===== config.mk =====
export PLATFORM = sky130hd
export DESIGN_NAME = block_buffer_cache_manager
export DESIGN_NICKNAME = d
export VERILOG_FILES = /design/src/hw/rtl/bbc_pkg.sv /design/src/hw/rtl/bbc_ctrl.sv /design/src/hw/rtl/bbc_datapath.sv /design/src/hw/rtl/block_buffer_cache_manager.sv
export SDC_FILE = /design/constraint.sdc
export NUM_CORES = 1
export LEC_CHECK = 0
export BUFFER_PORTS_ARGS = -buffer_cell sky130_fd_sc_hd__buf_4
export CAP_MARGIN = 40
export CORE_UTILIZATION = 25
export CTS_CLUSTER_DIAMETER = 40
export DETAILED_ROUTE_END_ITERATION = 8
export PLACE_DENSITY = 0.46
export SETUP_SLACK_MARGIN = 0.5
export SLEW_MARGIN = 25
export SYNTH_ARGS = -nofsm -noshare
export SYNTH_HDL_FRONTEND = slang
export SYNTH_SLANG_ARGS = --single-unit

===== constraint.sdc =====
create_clock -name clk_i -period 3.7 [get_ports clk_i]
set_input_delay 1.11 -clock clk_i [delete_from_list [all_inputs] [get_ports clk_i]]
set_output_delay 1.11 -clock clk_i [all_outputs]
set_load 0.05 [all_outputs]

===== src/hw/rtl/bbc_pkg.sv =====
`timescale 1ns / 1ps

package bbc_pkg;

  // Default geometry of the slot table
  localparam int unsigned SLOT_COUNT_DEF = 8;
  localparam int unsigned BLOCK_BITS_DEF = 16;

  // Fixed field widths on the ports
  localparam int unsigned BLK_W      = 16;
  localparam int unsigned OP_W       = 3;
  localparam int unsigned KIND_W     = 2;
  localparam int unsigned SLOT_OUT_W = 3;

  typedef enum logic [OP_W-1:0] {
    OP_BLOCK  = 3'd0,
    OP_BUFFER = 3'd1,
    OP_UPDATE = 3'd2,
    OP_SAVE   = 3'd3,
    OP_FLUSH  = 3'd4
  } op_e;

  typedef enum logic [KIND_W-1:0] {
    KIND_GRANT     = 2'd0,
    KIND_WRITEBACK = 2'd1,
    KIND_DONE      = 2'd2,
    KIND_ERROR     = 2'd3
  } kind_e;

  typedef enum logic [3:0] {
    ST_IDLE,
    ST_SCAN,
    ST_SCAN_END,
    ST_DECIDE,
    ST_VIC_RD,
    ST_VIC_WB,
    ST_GRANT,
    ST_UPD_RD,
    ST_UPD_DONE,
    ST_SV_CHECK,
    ST_SV_WB,
    ST_SV_DONE,
    ST_ERR
  } state_e;

  // Which result the datapath loads into its output register
  typedef enum logic [2:0] {
    EM_NONE,
    EM_GRANT,
    EM_VIC_WB,
    EM_SV_WB,
    EM_UPD,
    EM_DONE,
    EM_FLUSH,
    EM_ERR
  } emit_e;

  // Address source of the tag memory read port
  typedef enum logic [1:0] {
    RD_SCAN,
    RD_VICTIM,
    RD_CURRENT
  } rd_src_e;

  typedef struct packed {
    logic    lat;
    logic    lat_fetch;
    logic    clr_scan;
    logic    adv;
    logic    rd_en;
    rd_src_e rd_src;
    logic    cmp;
    emit_e   emit;
  } cmd_t;

  typedef struct packed {
    logic blk_zero;
    logic scan_last;
    logic need_vic_wb;
    logic sv_dirty;
    logic out_free;
  } sts_t;

endpackage


===== src/hw/rtl/bbc_ctrl.sv =====
`timescale 1ns / 1ps

module bbc_ctrl (
  input  logic                       clk_i,
  input  logic                       rst_ni,
  input  logic                       in_valid_i,
  output logic                       in_stall_o,
  input  logic [bbc_pkg::OP_W-1:0]   operation_i,
  input  bbc_pkg::sts_t              sts_i,
  output bbc_pkg::cmd_t              cmd_o
);

  bbc_pkg::state_e state_q, state_d;
  logic            flush_q;
  bbc_pkg::op_e    op_in;

  assign op_in      = bbc_pkg::op_e'(operation_i);
  assign in_stall_o = (state_q != bbc_pkg::ST_IDLE);

  // Hold state and remember whether the save-all also empties the table
  always_ff @(posedge clk_i or negedge rst_ni) begin
    if (!rst_ni) begin
      state_q <= bbc_pkg::ST_IDLE;
      flush_q <= 1'b0;
    end else begin
      state_q <= state_d;
      if (state_q == bbc_pkg::ST_IDLE && in_valid_i) begin
        flush_q <= (op_in == bbc_pkg::OP_FLUSH);
      end
    end
  end

  // Next state
  always_comb begin
    state_d = state_q;
    unique case (state_q)
      bbc_pkg::ST_IDLE: begin
        if (in_valid_i) begin
          unique case (op_in) inside
            bbc_pkg::OP_BLOCK, bbc_pkg::OP_BUFFER:
              state_d = sts_i.blk_zero ? bbc_pkg::ST_ERR : bbc_pkg::ST_SCAN;
            bbc_pkg::OP_UPDATE:
              state_d = bbc_pkg::ST_UPD_RD;
            bbc_pkg::OP_SAVE, bbc_pkg::OP_FLUSH:
              state_d = bbc_pkg::ST_SV_CHECK;
            default:
              state_d = bbc_pkg::ST_ERR;
          endcase
        end
      end
      bbc_pkg::ST_SCAN: begin
        if (sts_i.scan_last) state_d = bbc_pkg::ST_SCAN_END;
      end
      bbc_pkg::ST_SCAN_END: state_d = bbc_pkg::ST_DECIDE;
      bbc_pkg::ST_DECIDE: begin
        state_d = sts_i.need_vic_wb ? bbc_pkg::ST_VIC_RD : bbc_pkg::ST_GRANT;
      end
      bbc_pkg::ST_VIC_RD: state_d = bbc_pkg::ST_VIC_WB;
      bbc_pkg::ST_VIC_WB: begin
        if (sts_i.out_free) state_d = bbc_pkg::ST_GRANT;
      end
      bbc_pkg::ST_GRANT: begin
        if (sts_i.out_free) state_d = bbc_pkg::ST_IDLE;
      end
      bbc_pkg::ST_UPD_RD: state_d = bbc_pkg::ST_UPD_DONE;
      bbc_pkg::ST_UPD_DONE: begin
        if (sts_i.out_free) state_d = bbc_pkg::ST_IDLE;
      end
      bbc_pkg::ST_SV_CHECK: begin
        if (sts_i.sv_dirty) begin
          state_d = bbc_pkg::ST_SV_WB;
        end else if (sts_i.scan_last) begin
          state_d = bbc_pkg::ST_SV_DONE;
        end
      end
      bbc_pkg::ST_SV_WB: begin
        if (sts_i.out_free) begin
          state_d = sts_i.scan_last ? bbc_pkg::ST_SV_DONE : bbc_pkg::ST_SV_CHECK;
        end
      end
      bbc_pkg::ST_SV_DONE: begin
        if (sts_i.out_free) state_d = bbc_pkg::ST_IDLE;
      end
      bbc_pkg::ST_ERR: begin
        if (sts_i.out_free) state_d = bbc_pkg::ST_IDLE;
      end
      default: state_d = bbc_pkg::ST_IDLE;
    endcase
  end

  // Commands to the datapath
  always_comb begin
    cmd_o        = '0;
    cmd_o.rd_src = bbc_pkg::RD_SCAN;
    cmd_o.emit   = bbc_pkg::EM_NONE;
    unique case (state_q)
      bbc_pkg::ST_IDLE: begin
        if (in_valid_i) begin
          cmd_o.lat       = 1'b1;
          cmd_o.lat_fetch = (op_in == bbc_pkg::OP_BLOCK);
          cmd_o.clr_scan  = 1'b1;
        end
      end
      bbc_pkg::ST_SCAN: begin
        cmd_o.rd_en = 1'b1;
        cmd_o.cmp   = 1'b1;
        cmd_o.adv   = 1'b1;
      end
      bbc_pkg::ST_SCAN_END, bbc_pkg::ST_DECIDE, bbc_pkg::ST_UPD_DONE: begin
        if (state_q == bbc_pkg::ST_UPD_DONE && sts_i.out_free) begin
          cmd_o.emit = bbc_pkg::EM_UPD;
        end
      end
      bbc_pkg::ST_VIC_RD: begin
        cmd_o.rd_en  = 1'b1;
        cmd_o.rd_src = bbc_pkg::RD_VICTIM;
      end
      bbc_pkg::ST_VIC_WB: begin
        if (sts_i.out_free) cmd_o.emit = bbc_pkg::EM_VIC_WB;
      end
      bbc_pkg::ST_GRANT: begin
        if (sts_i.out_free) cmd_o.emit = bbc_pkg::EM_GRANT;
      end
      bbc_pkg::ST_UPD_RD: begin
        cmd_o.rd_en  = 1'b1;
        cmd_o.rd_src = bbc_pkg::RD_CURRENT;
      end
      bbc_pkg::ST_SV_CHECK: begin
        if (sts_i.sv_dirty) begin
          cmd_o.rd_en = 1'b1;
        end else if (!sts_i.scan_last) begin
          cmd_o.adv = 1'b1;
        end
      end
      bbc_pkg::ST_SV_WB: begin
        if (sts_i.out_free) begin
          cmd_o.emit = bbc_pkg::EM_SV_WB;
          cmd_o.adv  = !sts_i.scan_last;
        end
      end
      bbc_pkg::ST_SV_DONE: begin
        if (sts_i.out_free) begin
          cmd_o.emit = flush_q ? bbc_pkg::EM_FLUSH : bbc_pkg::EM_DONE;
        end
      end
      bbc_pkg::ST_ERR: begin
        if (sts_i.out_free) cmd_o.emit = bbc_pkg::EM_ERR;
      end
      default: cmd_o.emit = bbc_pkg::EM_NONE;
    endcase
  end

endmodule


===== src/hw/rtl/bbc_datapath.sv =====
`timescale 1ns / 1ps

module bbc_datapath #(
  parameter int unsigned SLOT_COUNT        = bbc_pkg::SLOT_COUNT_DEF,
  parameter int unsigned BLOCK_NUMBER_BITS = bbc_pkg::BLOCK_BITS_DEF
) (
  input  logic                            clk_i,
  input  logic                            rst_ni,
  input  logic [bbc_pkg::BLK_W-1:0]       block_number_i,
  input  bbc_pkg::cmd_t                   cmd_i,
  output bbc_pkg::sts_t                   sts_o,
  output logic                            out_valid_o,
  input  logic                            out_stall_i,
  output logic [bbc_pkg::KIND_W-1:0]      result_kind_o,
  output logic [bbc_pkg::SLOT_OUT_W-1:0]  slot_o,
  output logic [bbc_pkg::BLK_W-1:0]       block_number_out_o,
  output logic                            fetch_needed_o,
  output logic                            last_o
);

  localparam int unsigned SLOT_W = $clog2(SLOT_COUNT);
  localparam int unsigned TAG_W  =
    (BLOCK_NUMBER_BITS < bbc_pkg::BLK_W) ? BLOCK_NUMBER_BITS : bbc_pkg::BLK_W;
  localparam logic [SLOT_W-1:0] LAST_SLOT = SLOT_W'(SLOT_COUNT - 1);

  // Tag store: contents are meaningful only where the valid bit is set
  logic [TAG_W-1:0]      tag_mem [SLOT_COUNT];
  logic [TAG_W-1:0]      tag_rd_q;
  logic [SLOT_W-1:0]     rd_addr;

  logic [SLOT_COUNT-1:0] valid_q;
  logic [SLOT_COUNT-1:0] dirty_q;
  logic [SLOT_W-1:0]     victim_q;
  logic [SLOT_W-1:0]     current_q;

  logic [SLOT_W-1:0]     scan_q;
  logic                  cmp_vld_q;
  logic [SLOT_W-1:0]     cmp_idx_q;
  logic                  hit_q;
  logic [SLOT_W-1:0]     hit_idx_q;
  logic                  empty_q;
  logic [SLOT_W-1:0]     empty_idx_q;

  logic [TAG_W-1:0]      blk_q;
  logic                  fetch_q;

  logic                  out_vld_q;
  bbc_pkg::kind_e        kind_q;
  logic [bbc_pkg::SLOT_OUT_W-1:0] slot_q;
  logic [bbc_pkg::BLK_W-1:0]      blk_out_q;
  logic                  fetch_out_q;
  logic                  last_q;

  logic                  cmp_match;
  logic                  cmp_empty;
  logic                  use_victim;
  logic [SLOT_W-1:0]     grant_slot;
  logic [SLOT_W-1:0]     victim_nxt;
  logic                  out_free;
  logic                  load;
  logic                  tag_wr;

  bbc_pkg::kind_e        kind_sel;
  logic [SLOT_W-1:0]     slot_sel;
  logic [TAG_W-1:0]      tag_sel;
  logic                  fetch_sel;
  logic                  last_sel;

  // Read address select
  always_comb begin
    case (cmd_i.rd_src)
      bbc_pkg::RD_SCAN:    rd_addr = scan_q;
      bbc_pkg::RD_VICTIM:  rd_addr = victim_q;
      bbc_pkg::RD_CURRENT: rd_addr = current_q;
      default:             rd_addr = scan_q;
    endcase
  end

  // Compare stage of the slot scan
  assign cmp_match = cmp_vld_q && valid_q[cmp_idx_q] && (tag_rd_q == blk_q);
  assign cmp_empty = cmp_vld_q && !valid_q[cmp_idx_q];

  // Slot choice: hit, then first empty slot, then round-robin victim
  assign use_victim = !hit_q && !empty_q;
  assign grant_slot = hit_q ? hit_idx_q : (empty_q ? empty_idx_q : victim_q);
  assign victim_nxt = (victim_q == LAST_SLOT) ? '0 : victim_q + 1'b1;

  assign out_free = !out_vld_q || !out_stall_i;
  assign load     = (cmd_i.emit != bbc_pkg::EM_NONE);
  assign tag_wr   = (cmd_i.emit == bbc_pkg::EM_GRANT) && !hit_q;

  // Status to the controller
  assign sts_o.blk_zero    = (block_number_i[TAG_W-1:0] == '0);
  assign sts_o.scan_last   = (scan_q == LAST_SLOT);
  assign sts_o.need_vic_wb = use_victim && dirty_q[victim_q];
  assign sts_o.sv_dirty    = dirty_q[scan_q];
  assign sts_o.out_free    = out_free;

  // Tag memory: one write port, one registered read port
  always_ff @(posedge clk_i) begin
    if (tag_wr) begin
      tag_mem[grant_slot] <= blk_q;
    end
    if (cmd_i.rd_en) begin
      tag_rd_q <= tag_mem[rd_addr];
    end
  end

  // Capture the request and the index of the slot under compare
  always_ff @(posedge clk_i) begin
    if (cmd_i.lat) begin
      blk_q   <= block_number_i[TAG_W-1:0];
      fetch_q <= cmd_i.lat_fetch;
    end
    cmp_idx_q <= scan_q;
  end

  // Slot state, pointers and scan bookkeeping
  always_ff @(posedge clk_i or negedge rst_ni) begin
    if (!rst_ni) begin
      valid_q     <= '0;
      dirty_q     <= '0;
      victim_q    <= '0;
      current_q   <= '0;
      scan_q      <= '0;
      cmp_vld_q   <= 1'b0;
      hit_q       <= 1'b0;
      hit_idx_q   <= '0;
      empty_q     <= 1'b0;
      empty_idx_q <= '0;
    end else begin
      cmp_vld_q <= cmd_i.cmp;

      if (cmd_i.clr_scan) begin
        scan_q  <= '0;
        hit_q   <= 1'b0;
        empty_q <= 1'b0;
      end else begin
        if (cmd_i.adv) scan_q <= scan_q + 1'b1;
        if (cmp_match && !hit_q) begin
          hit_q     <= 1'b1;
          hit_idx_q <= cmp_idx_q;
        end
        if (cmp_empty && !empty_q) begin
          empty_q     <= 1'b1;
          empty_idx_q <= cmp_idx_q;
        end
      end

      case (cmd_i.emit)
        bbc_pkg::EM_GRANT: begin
          if (!hit_q) begin
            valid_q[grant_slot] <= 1'b1;
            dirty_q[grant_slot] <= 1'b0;
          end
          current_q <= grant_slot;
          if (use_victim) victim_q <= victim_nxt;
        end
        bbc_pkg::EM_VIC_WB: dirty_q[victim_q] <= 1'b0;
        bbc_pkg::EM_SV_WB:  dirty_q[scan_q] <= 1'b0;
        bbc_pkg::EM_UPD: begin
          if (valid_q[current_q]) dirty_q[current_q] <= 1'b1;
        end
        bbc_pkg::EM_FLUSH:  valid_q <= '0;
        default: ;
      endcase
    end
  end

  // Result field select
  always_comb begin
    kind_sel  = bbc_pkg::KIND_DONE;
    slot_sel  = '0;
    tag_sel   = '0;
    fetch_sel = 1'b0;
    last_sel  = 1'b1;
    case (cmd_i.emit)
      bbc_pkg::EM_GRANT: begin
        kind_sel  = bbc_pkg::KIND_GRANT;
        slot_sel  = grant_slot;
        tag_sel   = blk_q;
        fetch_sel = !hit_q && fetch_q;
      end
      bbc_pkg::EM_VIC_WB: begin
        kind_sel = bbc_pkg::KIND_WRITEBACK;
        slot_sel = victim_q;
        tag_sel  = tag_rd_q;
        last_sel = 1'b0;
      end
      bbc_pkg::EM_SV_WB: begin
        kind_sel = bbc_pkg::KIND_WRITEBACK;
        slot_sel = scan_q;
        tag_sel  = tag_rd_q;
        last_sel = 1'b0;
      end
      bbc_pkg::EM_UPD: begin
        slot_sel = current_q;
        tag_sel  = valid_q[current_q] ? tag_rd_q : '0;
      end
      bbc_pkg::EM_ERR: kind_sel = bbc_pkg::KIND_ERROR;
      default: ;
    endcase
  end

  // Output register: load a beat, drop it once taken
  always_ff @(posedge clk_i or negedge rst_ni) begin
    if (!rst_ni) begin
      out_vld_q <= 1'b0;
    end else if (load) begin
      out_vld_q <= 1'b1;
    end else if (!out_stall_i) begin
      out_vld_q <= 1'b0;
    end
  end

  always_ff @(posedge clk_i) begin
    if (load) begin
      kind_q      <= kind_sel;
      slot_q      <= bbc_pkg::SLOT_OUT_W'(slot_sel);
      blk_out_q   <= bbc_pkg::BLK_W'(tag_sel);
      fetch_out_q <= fetch_sel;
      last_q      <= last_sel;
    end
  end

  assign out_valid_o        = out_vld_q;
  assign result_kind_o      = kind_q;
  assign slot_o             = slot_q;
  assign block_number_out_o = blk_out_q;
  assign fetch_needed_o     = fetch_out_q;
  assign last_o             = last_q;

endmodule


===== src/hw/rtl/block_buffer_cache_manager.sv =====
`timescale 1ns / 1ps

// Buffer cache slot manager. Requests enter on the in channel (operation,
// block_number); results leave on the out channel as a sequence of beats,
// the final one of each request flagged by last_o. Both channels move a
// beat at a clock edge where valid is high and stall is low.
// Block/buffer requests scan the tag memory one slot per cycle, then load
// a grant, after first writing back a dirty victim when one is evicted.
// Save-all and flush walk the slots, writing back each dirty slot, then
// give the done beat. Update and error requests answer with a single beat.
// One request is in work at a time; in_stall_o is high until its last
// beat sits in the output register, and the next request is taken while
// that beat waits. A stall on the out channel holds the current beat and
// pauses the walk. Reset empties every slot, clears all dirty bits and
// the round-robin and current slot pointers; no clearing pass is needed.
module block_buffer_cache_manager #(
  parameter int unsigned SLOT_COUNT        = bbc_pkg::SLOT_COUNT_DEF,
  parameter int unsigned BLOCK_NUMBER_BITS = bbc_pkg::BLOCK_BITS_DEF
) (
  input  logic                            clk_i,
  input  logic                            rst_ni,
  input  logic                            in_valid_i,
  output logic                            in_stall_o,
  input  logic [bbc_pkg::OP_W-1:0]        operation_i,
  input  logic [bbc_pkg::BLK_W-1:0]       block_number_i,
  output logic                            out_valid_o,
  input  logic                            out_stall_i,
  output logic [bbc_pkg::KIND_W-1:0]      result_kind_o,
  output logic [bbc_pkg::SLOT_OUT_W-1:0]  slot_o,
  output logic [bbc_pkg::BLK_W-1:0]       block_number_out_o,
  output logic                            fetch_needed_o,
  output logic                            last_o
);

  bbc_pkg::cmd_t cmd;
  bbc_pkg::sts_t sts;

  bbc_ctrl u_ctrl (
    .clk_i       (clk_i),
    .rst_ni      (rst_ni),
    .in_valid_i  (in_valid_i),
    .in_stall_o  (in_stall_o),
    .operation_i (operation_i),
    .sts_i       (sts),
    .cmd_o       (cmd)
  );

  bbc_datapath #(
    .SLOT_COUNT        (SLOT_COUNT),
    .BLOCK_NUMBER_BITS (BLOCK_NUMBER_BITS)
  ) u_datapath (
    .clk_i              (clk_i),
    .rst_ni             (rst_ni),
    .block_number_i     (block_number_i),
    .cmd_i              (cmd),
    .sts_o              (sts),
    .out_valid_o        (out_valid_o),
    .out_stall_i        (out_stall_i),
    .result_kind_o      (result_kind_o),
    .slot_o             (slot_o),
    .block_number_out_o (block_number_out_o),
    .fetch_needed_o     (fetch_needed_o),
    .last_o             (last_o)
  );

endmodule


After elaboration in Yosys (flattened, before gate mapping)
Memory sizes are Yosys's and may differ from the RTL's. A register that Yosys moved wholly into a read port is not among the register bits.
Cells that the tools add are included.

operators by class
  $add $sub $neg = 2
  magnitude comparators = 9
  eq/ne operators = 36
  multiplexer cells = 70
  bitwise gates (word level) = 9
  reduce and logical (&&, ||, !) cells = 45

operator list
  kind                number
  $pmux 16 s3         1
  $pmux 4 s10         1
  $mux 4              8
  $pmux 8 s4          1
  $mux 3              10
  $and 8x8->8         3
  $mux 8              3
  $not 8->8           3
  $mux 1              23
  $eq 4x4->1 const B  5
  $lt 3x4->1 const B  5
  $eq 3x3->1 const B  6
  $pmux 3 s6          1
  $eq 16x16->1        1
  $eq 4x3->1 const B  4
  $logic_not 16->1    1
  $mux 16             1
  $or 8x8->8          2
  $pmux 8 s2          1
  $logic_and 1x1->1   15
  $bmux 1 s3          4
  $demux 1 s3         4
  $eq 3x2->1 const B  4
  $ge 3x1->1 const B  4
  other kinds (31)    60

word-level totals
  flip-flop bits (word level) = 83
  memory bits (writable) = 128
  input bits = 23
  output and inout port bits = 25
  logic and storage cells = 193
  memories = 1

memory list
  memory              depth  width  rd ports  clocked after memory_dff  write ports  line                RTL
  u_datapath.tag_mem  8      16     1         1                         1            bbc_datapath.sv:27  logic [TAG_W-1:0] tag_mem [SLOT_COUNT];

Logic depth before layout (Yosys ltp)
  depth after elaboration = 10
  gate-level depth with buffers = 12
  depth with buffers taken out = 9

Hierarchy
A second synthesis with hierarchy kept.

unflattened totals
  cell total of the unflattened synthesis = 669
  area, all modules = 10,085.9 µm²

by module, submodules not included
  module        instances  cells each  area an instance (µm²)  seq. area each (µm²)
  bbc_datapath  1          574         9,345.2                 6,461.2
  bbc_ctrl      1          95          740.7                   125.1

Least setup slack after synthesis
Ideal clock, no wire load.

  path kind = in2reg
  start = in out_stall_i
  end = mem u_datapath.tag_mem[4][0] in the netlist's numbering, enable pin
  library setup time = 0.378 ns
  arrival time = 2.799 ns
  required time = 3.322 ns
  setup slack = 0.524 ns
  stages on the path = 6
  path buffers = 2
  cell sequence = and2_1 -> clkbuf_1 -> or3_1 -> buf_2 -> or3_4 -> nor2_2

on the way
  longest elaborated chain between the ends = 9
  elaborated cells on any way between the ends = 14
  those cells by class = 1 x eq/ne; 9 x mux; 4 x reduce/logical

ends and longest elaborated chain
  what                              line                              RTL
  start, declared                   block_buffer_cache_manager.sv:27  input logic out_stall_i,
  $logic_not 1->1 (*)               bbc_datapath.sv:88                assign out_free = !out_vld_q || !out_stall_i;
  $logic_or 1x1->1 (*)              bbc_datapath.sv:88
  $logic_and 1x1->1                 bbc_ctrl.sv:110                   if (state_q == bbc_pkg::ST_UPD_DONE && sts_i.out_free) begin
  $mux 3                            bbc_ctrl.sv:110
  $pmux 3 s6 (*)                    bbc_ctrl.sv:96                    unique case (state_q)
  $eq 3x1->1 (*)                    bbc_datapath.sv:90                assign tag_wr = (cmd_i.emit == bbc_pkg::EM_GRANT) && !hit_q;
  $logic_and 1x1->1 (*)             bbc_datapath.sv:90
  $mux 1 (*)                        bbc_datapath.sv:101               if (tag_wr) begin
  $mux 1 (implied by the code) (*)  bbc_datapath.sv:102               tag_mem[grant_slot] <= blk_q;
  end, declared                     bbc_datapath.sv:27

Mark *: on every way between the ends. The rest lies on a longest branch, timed or not.

Worst setup path in the final report
  start = reg u_ctrl.state_q[1]
  end = out in_stall_o

on the way
  longest elaborated chain between the ends = 1

ends and longest elaborated chain
  what                    line                              RTL
  start, declared         bbc_ctrl.sv:13                    bbc_pkg::state_e state_q, state_d;
  start signal, assigned  bbc_ctrl.sv:23                    state_q <= bbc_pkg::ST_IDLE;
  start signal, assigned  bbc_ctrl.sv:26                    state_q <= state_d;
  $reduce_bool 4->1       bbc_ctrl.sv:18                    assign in_stall_o = (state_q != bbc_pkg::ST_IDLE);
  end, declared           block_buffer_cache_manager.sv:23  output logic in_stall_o,

Every way passes these cells.

==> metrics.cfg <==
[floorplanning]
io_pins = 48
core_mm2 = 0.03874
fp.dieH_um = 200.3
initial_utilization = 0.2538
die_w_um = 200.3
num_rows = 72
die-area_mm2 = 0.04013

[route]
routed_wirelength_um = 24760
via_per_inst = 4.560
route.detailed.drc = 0
drt-initial-drc-count = 326
wire_per_inst_um = 19.78
firstDrtPassIters = 4
drtAntennaViolNets = 0
vias = 5709

[global_route]
grt_pass1_vias = 6045
grt_max_degree = 41
grt_pass1_wl_um = 38330
antenna_found_initial = 0
track_usage = 0.1262
gr-total-overflow = 0

[cells_and_area]
most-common-layout-cells = edfxtp_1, buf_4, nand2_1
area_delta_synth_final_pct = 24.61
n_antenna_cell = 0
mostFrequentLayoutCell = edfxtp_1
ff_latch_area_mm2 = 0.006586
design_area_mm2 = 0.01225
nets = 737
multi_input_area_mm2 = 0.003067
drive_gt1_frac = 0.3093
fin_util = 0.3163
fill_cells = 3848

[timing]
worst_pin_slew_ns = 0.7571
fin_crit_sh = 0.8273
max_freq_mhz = 326.7
fin_setup_tns_ns = 0
clock_skew_ns = 0.02665
layout_setup_ws_ns = 0.6390
hold_violations = 0
slew_violations = 0
setup_violations = 0
rsz0062_at_grt = no
max-slew-margin-rel = 0.4899
post-route-min-period_ns = 3.061

[clock_network]
numCtsBuffers = 36
htreeDepth = 2
holdBufCountCts = 0
clk_pin_slew_ns = 0.05
cts_tree = done
cts_root_buf = clkbuf_16
worstSkewPairLatency_ns = 0.52
cts_buffer_depth = 3
clock-sinks = 227

[critical_path]
cp_slowest_stage_delay_ns = 0.46
worstPathCellList = buf_4, nor4_1, inv_1, buf_4
ff2ff_setup_slack_ns = 0.86
worstSetupStartpointType = flip-flop
setup.worst_path.end_class = output port
r2r_start = u_ctrl.state_q[3]
slowest_stage = nor4_1
cp_top_family = buffers and inverters
timing.critical_path.buf_inv = 3
critical_path_class = flip-flop to output port
critPathArrivalTime_ns = 1.95
cp.required_ns = 2.59
crit_top_cell = buf_4
r2r-end = u_datapath.tag_rd_q[5]
cp_max_fo = 18
reg2regPathDepth = 8

[logic_synthesis]
ys_warn_count = 0
syn_nets = 655
ys_seq_elements = 227
async_flop_share = 0.1762
seq_area_frac_synth = 0.6698
synth.lib_cells_used.distinct = 59
syn_avg_cell_area_um2 = 15.73
synthFlopType = edfxtp_1
syn_area_mm2 = 0.009833
synth-edff-count = 184
synthCells = 625

[status]
outcome = complete, no violations

[pwr]
power_density_mw_per_mm2 = 907.6
ir_worst_vdd_v = 0.0004042
p_leak_nw = 4.250
power_mw = 11.12

[placement]
dp_slack_ns = 0.4883
gp_congestion = 0.7971
port_buffers = 47
placed_area_mm2 = 0.01097
hpwl_um = 16360

[flow_run]
drv_cap = 0

[min_path]
hold_class = flip-flop to flip-flop
min_from = u_datapath.empty_idx_q[1]
holdPathStages = 1
whs_endpoint = u_datapath.empty_idx_q[1]

-- registers in the layout (all words and copies together) (netlist names), 2 cells and up --
signal,count
u_datapath.hit_idx_q,3
u_datapath.valid_q,8
u_datapath.victim_q,3
u_datapath.tag_rd_q,16
u_datapath.current_q,3
u_datapath.tag_mem,128
u_datapath.empty_idx_q,3
u_datapath.slot_o,3
u_datapath.blk_q,16
u_datapath.dirty_q,8
u_ctrl.state_q,4
u_datapath.scan_q,3
u_datapath.block_number_out_o,16
u_datapath.cmp_idx_q,3
u_datapath.result_kind_o,2
-- cells in the mapped netlist (all sizes together), types with 2 or more instances --
cell type	instances	area, um^2
edfxtp	184	5525
nand2	47	176.4
dfrtp	40	1001
mux4	38	855.8
nor2	32	167.6
mux2	27	304.0
o21ai	24	120.1
clkbuf	20	75.07
a22o	18	157.7
buf	16	96.34
xnor2	16	140.1
nand3	12	60.06
a21oi	11	55.05
a311oi	10	87.58
inv	10	37.54
nand2b	9	63.81
nor3	9	50.05
nor4	9	56.30
mux2i	8	80.08
o21a	8	60.06
ha	7	87.58
nor2b	6	37.54
a22oi	5	37.54
a31oi	5	31.28
nand4	5	31.28
o211ai	5	37.54
a211oi	4	30.03
nor3b	4	30.03
and3	3	18.77
dfxtp	3	60.06
o31ai	3	22.52
or3	3	28.78
xor2	3	26.28
and2	2	12.51
and3b	2	17.52
o311ai	2	17.52
-- worst max-delay path by stage --
stage | start | end | depth (start not counted)
floorplan | out_stall_i | u_datapath.tag_mem[4][0] | 6
global placement | out_stall_i | u_datapath.tag_mem[7][6] | 6
detailed placement | out_stall_i | u_datapath.tag_mem[3][7] | 6
CTS | u_ctrl.state_q[3] | u_datapath.tag_rd_q[0] | 7
global route | u_ctrl.state_q[1] | in_stall_o | 4
finish | u_ctrl.state_q[1] | in_stall_o | 4
-- stage by stage --
step,instances,hold slack (ns)
floorplan,625,0.3684
CTS,1251,0.5075
finish,1252,0.5083
global placement,1186,0.4931
detailed placement,1186,0.4988
global route,1252,0.5234
-- timing repair --
action                                  CTS  global route
endpoints found under the hold margin     0             0
setup buffers                             0             1
resized for setup                         0             0
endpoints found under the setup margin    0             8
-- cell type report --
type / instances / area share
repair buffers: 80 / 0.05208
well taps: 518 / 0.05289
multi-input cells: 352 / 0.2503
flip-flops and latches: 227 / 0.5375
clock buffers: 39 / 0.07526
clock inverters: 26 / 0.02890
inverters: 10 / 0.003063
-- routing by layer --
layer | vias to the layer above | wire, um | GRT usage
li1 | 2632 | - | -
met1 | 2895 | 11330 | 0.1712
met2 | 152 | 11830 | 0.2072
met3 | 30 | 1227 | 0.02310
met4 | 0 | 376 | 0.03272
met5 | - | 0 | 0
-- power by group --
group / leakage (nW) / switching (mW) / internal, mW
clock network: 0.615 / 1.26 / 2.27
registers: 2.20 / 0.481 / 3.42
logic: 1.44 / 2.12 / 1.57
total: 4.25 / 3.87 / 7.25
-- logic make-up (layout without fill, tap and decap cells) --
| kind of cell | Yosys count | in the layout | synth area share |
|---|---|---|---|
| buffers and inverters | 46 | 155 | 0.02125 |
| flip-flops | 227 | 227 | 0.6698 |
| multiplexers | 73 | 73 | 0.1261 |
| AND/OR/NAND/NOR | 146 | 146 | 0.07889 |
| XOR/XNOR | 19 | 19 | 0.01692 |
| AO/OA/AOI/OAI | 107 | 107 | 0.07813 |
| adder cells (fa/ha/maj) | 7 | 7 | 0.008907 |
Note: power is estimated with default switching activity, not from simulation.
